## config.mk

```make
export PLATFORM = sky130hd
export DESIGN_NAME = roman_numeral_encoder_unit_flat
export DESIGN_NICKNAME = d
export VERILOG_FILES = /design/src/hw/rtl/rne_pkg.sv /design/src/hw/rtl/rne_if.sv /design/src/hw/rtl/rne_sequencer.sv /design/src/hw/rtl/rne_datapath.sv /design/src/hw/rtl/roman_numeral_encoder_unit.sv /design/src/flat_wrapper.sv
export SDC_FILE = /design/constraint.sdc
export NUM_CORES = 1
export LEC_CHECK = 0
export BUFFER_PORTS_ARGS = -buffer_cell sky130_fd_sc_hd__buf_2
export CAP_MARGIN = 20
export CORE_MARGIN = 5
export CORE_UTILIZATION = 40
export CTS_CLUSTER_SIZE = 40
export DETAILED_ROUTE_END_ITERATION = 10
export GPL_ROUTABILITY_DRIVEN = 0
export HOLD_SLACK_MARGIN = 0.05
export PLACE_DENSITY = 0.68
export SYNTH_ARGS = -nofsm -noshare
export SYNTH_HDL_FRONTEND = slang
export SYNTH_SLANG_ARGS = --single-unit
```

## constraint.sdc

```tcl
create_clock -name clk -period 7.1 [get_ports clk]
set_clock_uncertainty 0.15 [all_clocks]
set_input_delay 0.71 -clock clk [delete_from_list [all_inputs] [get_ports clk]]
set_output_delay 0.71 -clock clk [all_outputs]
set_load 0.05 [all_outputs]
```

## src/hw/rtl/rne_pkg.sv

```systemverilog
`default_nettype none
package rne_pkg;

  localparam int ValueW = 12;
  localparam int SymW   = 8;
  localparam int DigitW = 4;
  localparam int PlaceW = 2;
  localparam int MultW  = 14;

  localparam logic [ValueW-1:0] ValueLimit = 12'd4000;

  localparam logic [SymW-1:0] ChM = "M";
  localparam logic [SymW-1:0] ChD = "D";
  localparam logic [SymW-1:0] ChC = "C";
  localparam logic [SymW-1:0] ChL = "L";
  localparam logic [SymW-1:0] ChX = "X";
  localparam logic [SymW-1:0] ChV = "V";
  localparam logic [SymW-1:0] ChI = "I";
  localparam logic [SymW-1:0] ChNone = 8'd0;

  localparam logic [PlaceW-1:0] PlaceThou = 2'd0;
  localparam logic [PlaceW-1:0] PlaceHund = 2'd1;
  localparam logic [PlaceW-1:0] PlaceTens = 2'd2;
  localparam logic [PlaceW-1:0] PlaceUnit = 2'd3;

  typedef enum logic [3:0] {
    A_NONE,
    A_LOAD,
    A_EXTRACT,
    A_NEXT_PLACE,
    A_EMIT_ONE,
    A_EMIT_ONE_DEC,
    A_EMIT_FIVE_SUB5,
    A_EMIT_FIVE_END,
    A_EMIT_TEN_END,
    A_EMIT_ERR,
    A_EMIT_EMPTY
  } act_t;

  typedef enum logic [2:0] {
    C_NEVER,
    C_NO_INPUT,
    C_ERR,
    C_REM_ZERO,
    C_DIG4,
    C_DIG9,
    C_DIG_LT5,
    C_DIG0
  } cond_t;

  typedef enum logic [3:0] {
    S_IDLE,
    S_CHK_ERR,
    S_CHK_ZERO,
    S_EXTRACT,
    S_DISP4,
    S_DISP9,
    S_DISP5,
    S_ONES,
    S_FOUR_A,
    S_FOUR_B,
    S_NINE_A,
    S_NINE_B,
    S_NEXT_PLACE,
    S_ERR_OUT,
    S_ZERO_OUT
  } step_t;

  // Condition true: jump to t_true, no action. Otherwise do act and go to t_false.
  typedef struct packed {
    cond_t cond;
    step_t t_true;
    step_t t_false;
    act_t  act;
  } ucode_t;

  typedef struct packed {
    act_t act;
    logic in_ready;
  } ctrl_t;

  typedef struct packed {
    logic in_valid;
    logic err;
    logic rem_zero;
    logic dig4;
    logic dig9;
    logic dig_lt5;
    logic dig0;
    logic out_free;
  } status_t;

  function automatic ucode_t ucode_rom(step_t pc);
    ucode_t w;
    case (pc)
      S_IDLE:       w = '{C_NO_INPUT, S_IDLE,       S_CHK_ERR,    A_LOAD};
      S_CHK_ERR:    w = '{C_ERR,      S_ERR_OUT,    S_CHK_ZERO,   A_NONE};
      S_CHK_ZERO:   w = '{C_REM_ZERO, S_ZERO_OUT,   S_EXTRACT,    A_NONE};
      S_EXTRACT:    w = '{C_NEVER,    S_IDLE,       S_DISP4,      A_EXTRACT};
      S_DISP4:      w = '{C_DIG4,     S_FOUR_A,     S_DISP9,      A_NONE};
      S_DISP9:      w = '{C_DIG9,     S_NINE_A,     S_DISP5,      A_NONE};
      S_DISP5:      w = '{C_DIG_LT5,  S_ONES,       S_ONES,       A_EMIT_FIVE_SUB5};
      S_ONES:       w = '{C_DIG0,     S_NEXT_PLACE, S_ONES,       A_EMIT_ONE_DEC};
      S_FOUR_A:     w = '{C_NEVER,    S_IDLE,       S_FOUR_B,     A_EMIT_ONE};
      S_FOUR_B:     w = '{C_NEVER,    S_IDLE,       S_NEXT_PLACE, A_EMIT_FIVE_END};
      S_NINE_A:     w = '{C_NEVER,    S_IDLE,       S_NINE_B,     A_EMIT_ONE};
      S_NINE_B:     w = '{C_NEVER,    S_IDLE,       S_NEXT_PLACE, A_EMIT_TEN_END};
      S_NEXT_PLACE: w = '{C_REM_ZERO, S_IDLE,       S_EXTRACT,    A_NEXT_PLACE};
      S_ERR_OUT:    w = '{C_NEVER,    S_IDLE,       S_IDLE,       A_EMIT_ERR};
      S_ZERO_OUT:   w = '{C_NEVER,    S_IDLE,       S_IDLE,       A_EMIT_EMPTY};
      default:      w = '{C_NEVER,    S_IDLE,       S_IDLE,       A_NONE};
    endcase
    return w;
  endfunction

  function automatic logic is_emit(act_t a);
    logic r;
    case (a)
      A_EMIT_ONE, A_EMIT_ONE_DEC, A_EMIT_FIVE_SUB5, A_EMIT_FIVE_END,
      A_EMIT_TEN_END, A_EMIT_ERR, A_EMIT_EMPTY: r = 1'b1;
      default: r = 1'b0;
    endcase
    return r;
  endfunction

  function automatic logic [9:0] place_weight(logic [PlaceW-1:0] place);
    logic [9:0] w;
    case (place)
      PlaceThou: w = 10'd1000;
      PlaceHund: w = 10'd100;
      PlaceTens: w = 10'd10;
      PlaceUnit: w = 10'd1;
      default:   w = 10'd1;
    endcase
    return w;
  endfunction

  function automatic logic [SymW-1:0] one_sym(logic [PlaceW-1:0] place);
    logic [SymW-1:0] s;
    case (place)
      PlaceThou: s = ChM;
      PlaceHund: s = ChC;
      PlaceTens: s = ChX;
      PlaceUnit: s = ChI;
      default:   s = ChNone;
    endcase
    return s;
  endfunction

  function automatic logic [SymW-1:0] five_sym(logic [PlaceW-1:0] place);
    logic [SymW-1:0] s;
    case (place)
      PlaceHund: s = ChD;
      PlaceTens: s = ChL;
      PlaceUnit: s = ChV;
      default:   s = ChNone;
    endcase
    return s;
  endfunction

  function automatic logic [SymW-1:0] ten_sym(logic [PlaceW-1:0] place);
    logic [SymW-1:0] s;
    case (place)
      PlaceHund: s = ChM;
      PlaceTens: s = ChC;
      PlaceUnit: s = ChX;
      default:   s = ChNone;
    endcase
    return s;
  endfunction

endpackage
`default_nettype wire

```

## src/hw/rtl/rne_if.sv

```systemverilog
`default_nettype none
interface rne_in_if;
  import rne_pkg::*;
  logic              valid;
  logic              ready;
  logic [ValueW-1:0] value;
  modport source (output valid, output value, input ready);
  modport sink (input valid, input value, output ready);
endinterface

interface rne_out_if;
  import rne_pkg::*;
  logic            valid;
  logic            ready;
  logic [SymW-1:0] symbol;
  logic            empty_res;
  logic            range_error;
  logic            last;
  modport source (output valid, output symbol, output empty_res, output range_error,
                  output last, input ready);
  modport sink (input valid, input symbol, input empty_res, input range_error,
                input last, output ready);
endinterface
`default_nettype wire

```

## src/hw/rtl/rne_sequencer.sv

```systemverilog
`default_nettype none
module rne_sequencer (
  input  logic             clk,
  input  logic             rst,
  input  rne_pkg::status_t st,
  output rne_pkg::ctrl_t   ctrl
);
  import rne_pkg::*;

  step_t  pc;
  step_t  pc_next;
  ucode_t uw;
  logic   cond_true;

  always_ff @(posedge clk) begin
    if (rst) begin
      pc <= S_IDLE;
    end else begin
      pc <= pc_next;
    end
  end

  always_comb begin
    uw = ucode_rom(pc);
    case (uw.cond)
      C_NEVER:    cond_true = 1'b0;
      C_NO_INPUT: cond_true = !st.in_valid;
      C_ERR:      cond_true = st.err;
      C_REM_ZERO: cond_true = st.rem_zero;
      C_DIG4:     cond_true = st.dig4;
      C_DIG9:     cond_true = st.dig9;
      C_DIG_LT5:  cond_true = st.dig_lt5;
      C_DIG0:     cond_true = st.dig0;
      default:    cond_true = 1'b0;
    endcase

    pc_next       = pc;
    ctrl.act      = A_NONE;
    ctrl.in_ready = (pc == S_IDLE);
    if (cond_true) begin
      pc_next = uw.t_true;
    end else if (!(is_emit(uw.act) && !st.out_free)) begin
      // hold the step while the output register is still occupied
      ctrl.act = uw.act;
      pc_next  = uw.t_false;
    end
  end

endmodule
`default_nettype wire

```

## src/hw/rtl/rne_datapath.sv

```systemverilog
`default_nettype none
module rne_datapath (
  input  logic             clk,
  input  logic             rst,
  input  rne_pkg::ctrl_t   ctrl,
  output rne_pkg::status_t st,
  rne_in_if.sink           in_req,
  rne_out_if.source        out_res
);
  import rne_pkg::*;

  logic [ValueW-1:0] rem;
  logic [DigitW-1:0] digit;
  logic [PlaceW-1:0] place;

  logic              out_valid;
  logic [SymW-1:0]   symbol;
  logic              empty_res;
  logic              range_error;
  logic              last;

  logic [9:0]        weight;
  logic [MultW-1:0]  mult;
  logic [DigitW-1:0] ext_digit;
  logic [MultW-1:0]  ext_sub;
  logic              rem_zero;

  logic              emit;
  logic [SymW-1:0]   symbol_next;
  logic              empty_next;
  logic              error_next;
  logic              last_next;

  // digit of the current place: highest multiple of the weight not above rem
  always_comb begin
    weight    = place_weight(place);
    ext_digit = '0;
    ext_sub   = '0;
    mult      = '0;
    for (int k = 1; k <= 9; k++) begin
      mult = MultW'(k) * {4'd0, weight};
      if ({2'd0, rem} >= mult) begin
        ext_digit = DigitW'(k);
        ext_sub   = mult;
      end
    end
  end

  assign rem_zero = (rem == '0);

  always_comb begin
    emit        = is_emit(ctrl.act);
    symbol_next = ChNone;
    empty_next  = 1'b0;
    error_next  = 1'b0;
    last_next   = 1'b0;
    case (ctrl.act)
      A_EMIT_ONE: begin
        symbol_next = one_sym(place);
      end
      A_EMIT_ONE_DEC: begin
        symbol_next = one_sym(place);
        last_next   = (digit == 4'd1) && rem_zero;
      end
      A_EMIT_FIVE_SUB5: begin
        symbol_next = five_sym(place);
        last_next   = (digit == 4'd5) && rem_zero;
      end
      A_EMIT_FIVE_END: begin
        symbol_next = five_sym(place);
        last_next   = rem_zero;
      end
      A_EMIT_TEN_END: begin
        symbol_next = ten_sym(place);
        last_next   = rem_zero;
      end
      A_EMIT_ERR: begin
        error_next = 1'b1;
        last_next  = 1'b1;
      end
      A_EMIT_EMPTY: begin
        empty_next = 1'b1;
        last_next  = 1'b1;
      end
      default: begin
        symbol_next = ChNone;
      end
    endcase
  end

  always_ff @(posedge clk) begin
    case (ctrl.act)
      A_LOAD: begin
        rem   <= in_req.value;
        place <= PlaceThou;
      end
      A_EXTRACT: begin
        digit <= ext_digit;
        rem   <= rem - ext_sub[ValueW-1:0];
      end
      A_NEXT_PLACE:     place <= place + 2'd1;
      A_EMIT_ONE_DEC:   digit <= digit - 4'd1;
      A_EMIT_FIVE_SUB5: digit <= digit - 4'd5;
      default: begin
        digit <= digit;
      end
    endcase
    if (emit) begin
      symbol      <= symbol_next;
      empty_res   <= empty_next;
      range_error <= error_next;
      last        <= last_next;
    end
  end

  always_ff @(posedge clk) begin
    if (rst) begin
      out_valid <= 1'b0;
    end else if (emit) begin
      out_valid <= 1'b1;
    end else if (out_res.ready) begin
      out_valid <= 1'b0;
    end
  end

  assign in_req.ready        = ctrl.in_ready;
  assign out_res.valid       = out_valid;
  assign out_res.symbol      = symbol;
  assign out_res.empty_res   = empty_res;
  assign out_res.range_error = range_error;
  assign out_res.last        = last;

  assign st.in_valid = in_req.valid;
  assign st.err      = (rem >= ValueLimit);
  assign st.rem_zero = rem_zero;
  assign st.dig4     = (digit == 4'd4);
  assign st.dig9     = (digit == 4'd9);
  assign st.dig_lt5  = (digit < 4'd5);
  assign st.dig0     = (digit == 4'd0);
  assign st.out_free = !out_valid || out_res.ready;

endmodule
`default_nettype wire

```

## src/hw/rtl/roman_numeral_encoder_unit.sv

```systemverilog
// An out-of-range request passes the load, error-check and error-output steps before
// its result is registered; a zero request passes the load, error-check, zero-check and
// zero-output steps. Throughput: one request at a time; the micro-program issues one
// control word per cycle but holds an emit step while the output register is occupied;
// at most one character per cycle.
// Reset: synchronous rst returns the step counter to idle and empties the output register.
`default_nettype none
module roman_numeral_encoder_unit (
  input logic        clk,
  input logic        rst,
  rne_in_if.sink     in_req,
  rne_out_if.source  out_res
);
  import rne_pkg::*;

  ctrl_t   ctrl;
  status_t st;

  rne_sequencer u_seq (
    .clk  (clk),
    .rst  (rst),
    .st   (st),
    .ctrl (ctrl)
  );

  rne_datapath u_dp (
    .clk     (clk),
    .rst     (rst),
    .ctrl    (ctrl),
    .st      (st),
    .in_req  (in_req),
    .out_res (out_res)
  );

endmodule
`default_nettype wire

```

## src/flat_wrapper.sv

```systemverilog
// flat-port wrapper written by rule: the top's interface ports become plain ports
module roman_numeral_encoder_unit_flat import rne_pkg::*;
  (clk, rst, in_req_valid, in_req_value, in_req_ready, out_res_valid, out_res_symbol, out_res_empty_res, out_res_range_error, out_res_last, out_res_ready);
  rne_in_if in_req_i ();
  rne_out_if out_res_i ();
  input logic clk;
  input logic rst;
  input wire logic [$bits(in_req_i.valid)-1:0] in_req_valid;
  input wire logic [$bits(in_req_i.value)-1:0] in_req_value;
  output wire logic [$bits(in_req_i.ready)-1:0] in_req_ready;
  output wire logic [$bits(out_res_i.valid)-1:0] out_res_valid;
  output wire logic [$bits(out_res_i.symbol)-1:0] out_res_symbol;
  output wire logic [$bits(out_res_i.empty_res)-1:0] out_res_empty_res;
  output wire logic [$bits(out_res_i.range_error)-1:0] out_res_range_error;
  output wire logic [$bits(out_res_i.last)-1:0] out_res_last;
  input wire logic [$bits(out_res_i.ready)-1:0] out_res_ready;
  assign in_req_i.valid = in_req_valid;
  assign in_req_i.value = in_req_value;
  assign in_req_ready = in_req_i.ready;
  assign out_res_valid = out_res_i.valid;
  assign out_res_symbol = out_res_i.symbol;
  assign out_res_empty_res = out_res_i.empty_res;
  assign out_res_range_error = out_res_i.range_error;
  assign out_res_last = out_res_i.last;
  assign out_res_i.ready = out_res_ready;
  roman_numeral_encoder_unit u_core (.clk(clk), .rst(rst), .in_req(in_req_i), .out_res(out_res_i));
endmodule
```

==> qor_table.md <==
| Metric | Reported | Unit |
| --- | --- | --- |
| Run status | finished clean | - |
| Max_slew headroom | 49.6 | % |
| Die area | 0.0161 | mm2 |
| Largest net degree at the start of global routing | 26 | - |
| Total of max-cap violations | 0 | - |
| Final period util | 93.4 | % |
| Longest Clk Path Bufs | 2 | - |
| Filler cell count | 1309 | - |
| Syn Std Cell Area | 0.00548 | mm2 |
| Post-CTS resize count | 0 | - |
| Max H-tree Level | 2 | - |
| Number of max-slew violations in the final report | 0 | - |
| Fmax | 151 | MHz |
| Post-synth EDFFs | 27 | - |
| Via count normalized by instance count | 6.24 | - |
| Synth-to-Final Area Change | 7.42 | % |
| Buffer cell driving the clock tree root | clkbuf_16 | - |
| Count of port buffers added during placement | 26 | - |
| Cell type with the largest total area after synthesis | ha_1 | - |
| Net total in the final layout | 780 | - |
| Worst-path fanout max | 13 | - |
| Synth Instances | 654 | - |
| Stages on worst setup path | 27 | - |
| I/O pin count | 29 | - |
| Number of distinct standard cells referenced by the synthesized netlist | 84 | - |
| Crit Path Category | register to register | - |
| Count of yosys warnings during synthesis | 0 | - |
| CTS clk-pin slew, worst paths | 0.06 | ns |
| Final total negative setup slack | 0 | ns |
| Startpoint of the tightest hold check path | u_core.u_seq.uw[9] | - |
| CP bufs+invs | 5 | - |
| Row count | 42 | - |
| Initial antenna violation count | 0 | - |
| Crit path max-delay family | compound AO/OA/AOI/OAI gates | - |
| Sort of element at the end of the critical path | register | - |
| Reg2reg setup slack | 0.47 | ns |
| Share of the synthesized area in the top cell type | 21.9 | % |
| Time the final worst path needs with I/O delays and setup | 6.63 | ns |
| Share of layout cells above drive strength 1 | 9.15 | % |
| Number of synthesized register bits | 47 | - |
| Average size of a mapped cell | 8.38 | um2 |
| Sequential cell area fraction in the yosys report | 22.1 | % |
| Data required time of the worst path | 6.97 | ns |
| First-pass GRT wire length | 25700 | um |
| Length in cells of the worst reg-to-reg path | 27 | - |
| M2 GR Usage | 32.8 | % |
| Slowest stage cell on the critical path | edfxtp_1 | - |
| Final setup fails | 0 | - |
| 1st-pass router iterations | 6 | - |
| Number of clock sinks | 47 | - |
| Flip-flop cell with the highest count after synthesis | edfxtp_1 | - |
| Detailed placer's ending HPWL | 12200 | um |
| TritonCTS clock tree | yes | - |
| Async S/R FF share, synth | 0 | % |
| Critical Path Source Type | register | - |
| Post-CTS setup buffer count | 0 | - |
| Total count of hold-check failures in the final report | 0 | - |
| Hold path cells | 2 | - |
| Number of global-route vias before repair | 5219 | - |
| Antenna Cells | 0 | - |
| Global routing usage summed across all routing layers | 19.5 | % |
| WHS Endpoint | u_core.u_seq.pc[1] | - |
| Worst R2R Start | u_core.u_dp.place[1] | - |
| DRC viols | 0 | - |
| Die Y-Extent | 127 | um |
| Endpoint of the worst register-to-register path | u_core.u_dp.rem[11] | - |
| Measured slew at the worst slew-check pin | 0.735 | ns |
| Total of hold buffers inserted after clock tree synthesis | 0 | - |
| Type of the most critical hold path | register to register | - |
| GRT met3 Usage | 3.01 | % |
| Biggest cell delay along the critical path | 0.54 | ns |
| Initial core utilization | 41.1 | % |
| Source-to-sink clock delay at the later pin of the worst-skew pair | 0.29 | ns |
| Leading cell types by total area after synthesis | ha_1 22%, edfxtp_1 15%, dfxtp_1 7.3% | - |
| RSZ-0062 raised after global routing | false | - |
| Final antenna-violating net count | 0 | - |
| DR vias | 5263 | - |
| Final Routed Wirelength | 15900 | um |
| Number of violations reported at the end of detailed-routing iteration 0 | 569 | - |
| Most Used Layer, Global Route | met2 | - |
| Data arrival time of the critical path | 6.50 | ns |
| Total congestion overflow | 0 | - |
| Number of buffers created by CTS | 5 | - |
| Fraction of met1 tracks used by global routing | 24.2 | % |
| Core outline area | 0.0133 | mm2 |
| Dominant cell type by count on the critical path | inv_1 | - |
| Chip Width | 127 | um |
| WL/cell | 18.9 | um |
| Critical Path Source | u_core.u_dp.place[1] | - |
-- cell type report --
type	instances	area, um2	share of cell area, %
inverter	37	143	2.42
clock inverter	3	20.0	0.340
timing repair buffer	32	175	2.98
sequential	47	1210	20.6
tap	176	220	3.74
multi-input combinational	543	3990	67.8
clock buffer	5	125	2.13
-- flip-flops by register name (all words and copies together) (netlist names) --
name                             flops
u_core.u_dp.out_res.symbol           6
u_core.u_seq.pc                      4
u_core.u_dp.place                    2
u_core.u_dp.out_res.last             1
u_core.u_seq.uw                     15
u_core.u_dp.out_res.valid            1
u_core.u_dp.out_res.empty_res        1
u_core.u_dp.out_res.range_error      1
u_core.u_dp.rem                     12
u_core.u_dp.digit                    4
-- stage by stage --
stage	instance area (um2)	std cells	util [%]	worst slack, ns	hold WS [ns]
4_1_cts	5890	843	44.1	0.605	0.360
2_1_floorplan	5480	655	-	1.48	0.310
3_3_place_gp	5740	835	43.0	0.734	0.328
6_report	5890	843	44.1	0.470	0.356
3_5_place_dp	5740	835	43.0	0.635	0.342
5_1_grt	5890	843	44.1	0.202	0.370
-- worst max path at each step --
stage	endpoint	slack, ns
after floorplan	u_core.u_dp.rem[11]	1.48
after global placement	u_core.u_dp.rem[11]	0.73
after detailed placement	u_core.u_dp.rem[11]	0.63
after CTS	u_core.u_dp.rem[11]	0.61
after global routing	u_core.u_dp.rem[11]	0.20
final	u_core.u_dp.rem[11]	0.47
-- kinds of logic (layout without fill, tap and decap cells) --
kind of cell / Yosys count / after routing / share of synthesized area (%)
buffers and inverters: 65 / 77 / 5.11
other: 1 / 2 / 0.0684
xor gates and xnor gates: 19 / 19 / 3.04
AOI/OAI and AO/OA: 201 / 201 / 25.4
adders and majority gates: 98 / 98 / 22.6
and+or+nand+nor: 209 / 209 / 18.9
DFF: 47 / 47 / 22.1
muxes: 14 / 14 / 2.74
-- worst reg2reg max path, stage by stage (launching register included) --
cell and delay (ns):
edfxtp_1 0.54, inv_1 0.16, ha_1 0.23, inv_1 0.47
mux2i_1 0.31, fa_1 0.49, xnor2_1 0.18, ha_1 0.21
nand3_1 0.08, a21oi_1 0.07, a2111o_1 0.40, a221oi_2 0.22
buf_4 0.23, o21ai_1 0.08, a31oi_1 0.25, inv_1 0.07
o32ai_1 0.44, inv_1 0.09, ha_1 0.28, nand2b_1 0.07
a21oi_1 0.23, o211ai_1 0.17, o21ai_0 0.34, a21o_1 0.17
a21oi_1 0.07, xnor2_1 0.17, xnor2_1 0.14, o21ai_1 0.07
-- routing by layer --
layer	share of wire, %	vias to the layer above
met3	7.4	79
met1	42	2460
met4	4.9	0
met2	46	271
met5	0	-
li1	-	2453
-- Yosys cell counts (11+ instances only) --
library cell and instances:
a21oi_1 49, ha_1 96, clkbuf_1 14, nand2b_1 13, o21ai_0 42, nand3_1 13, edfxtp_1 27, xnor2_1 16
nor2b_1 13, dfxtp_1 20, nand2_1 74, nand4_1 11, nor2_1 43, inv_1 34
-- cells in the final DEF (no fill, tap or decap), drive strengths merged, types with 16 or more instances in the layout --
cell    instances
ha             96
a21oi          49
xnor2          16
inv            36
dfxtp          20
nand2          74
buf            32
o21ai          48
nor2           43
edfxtp         27
Power is left out: the tool's default activity adds up to more than one toggle a clock period on the data nets, which glitch-free logic cannot reach.
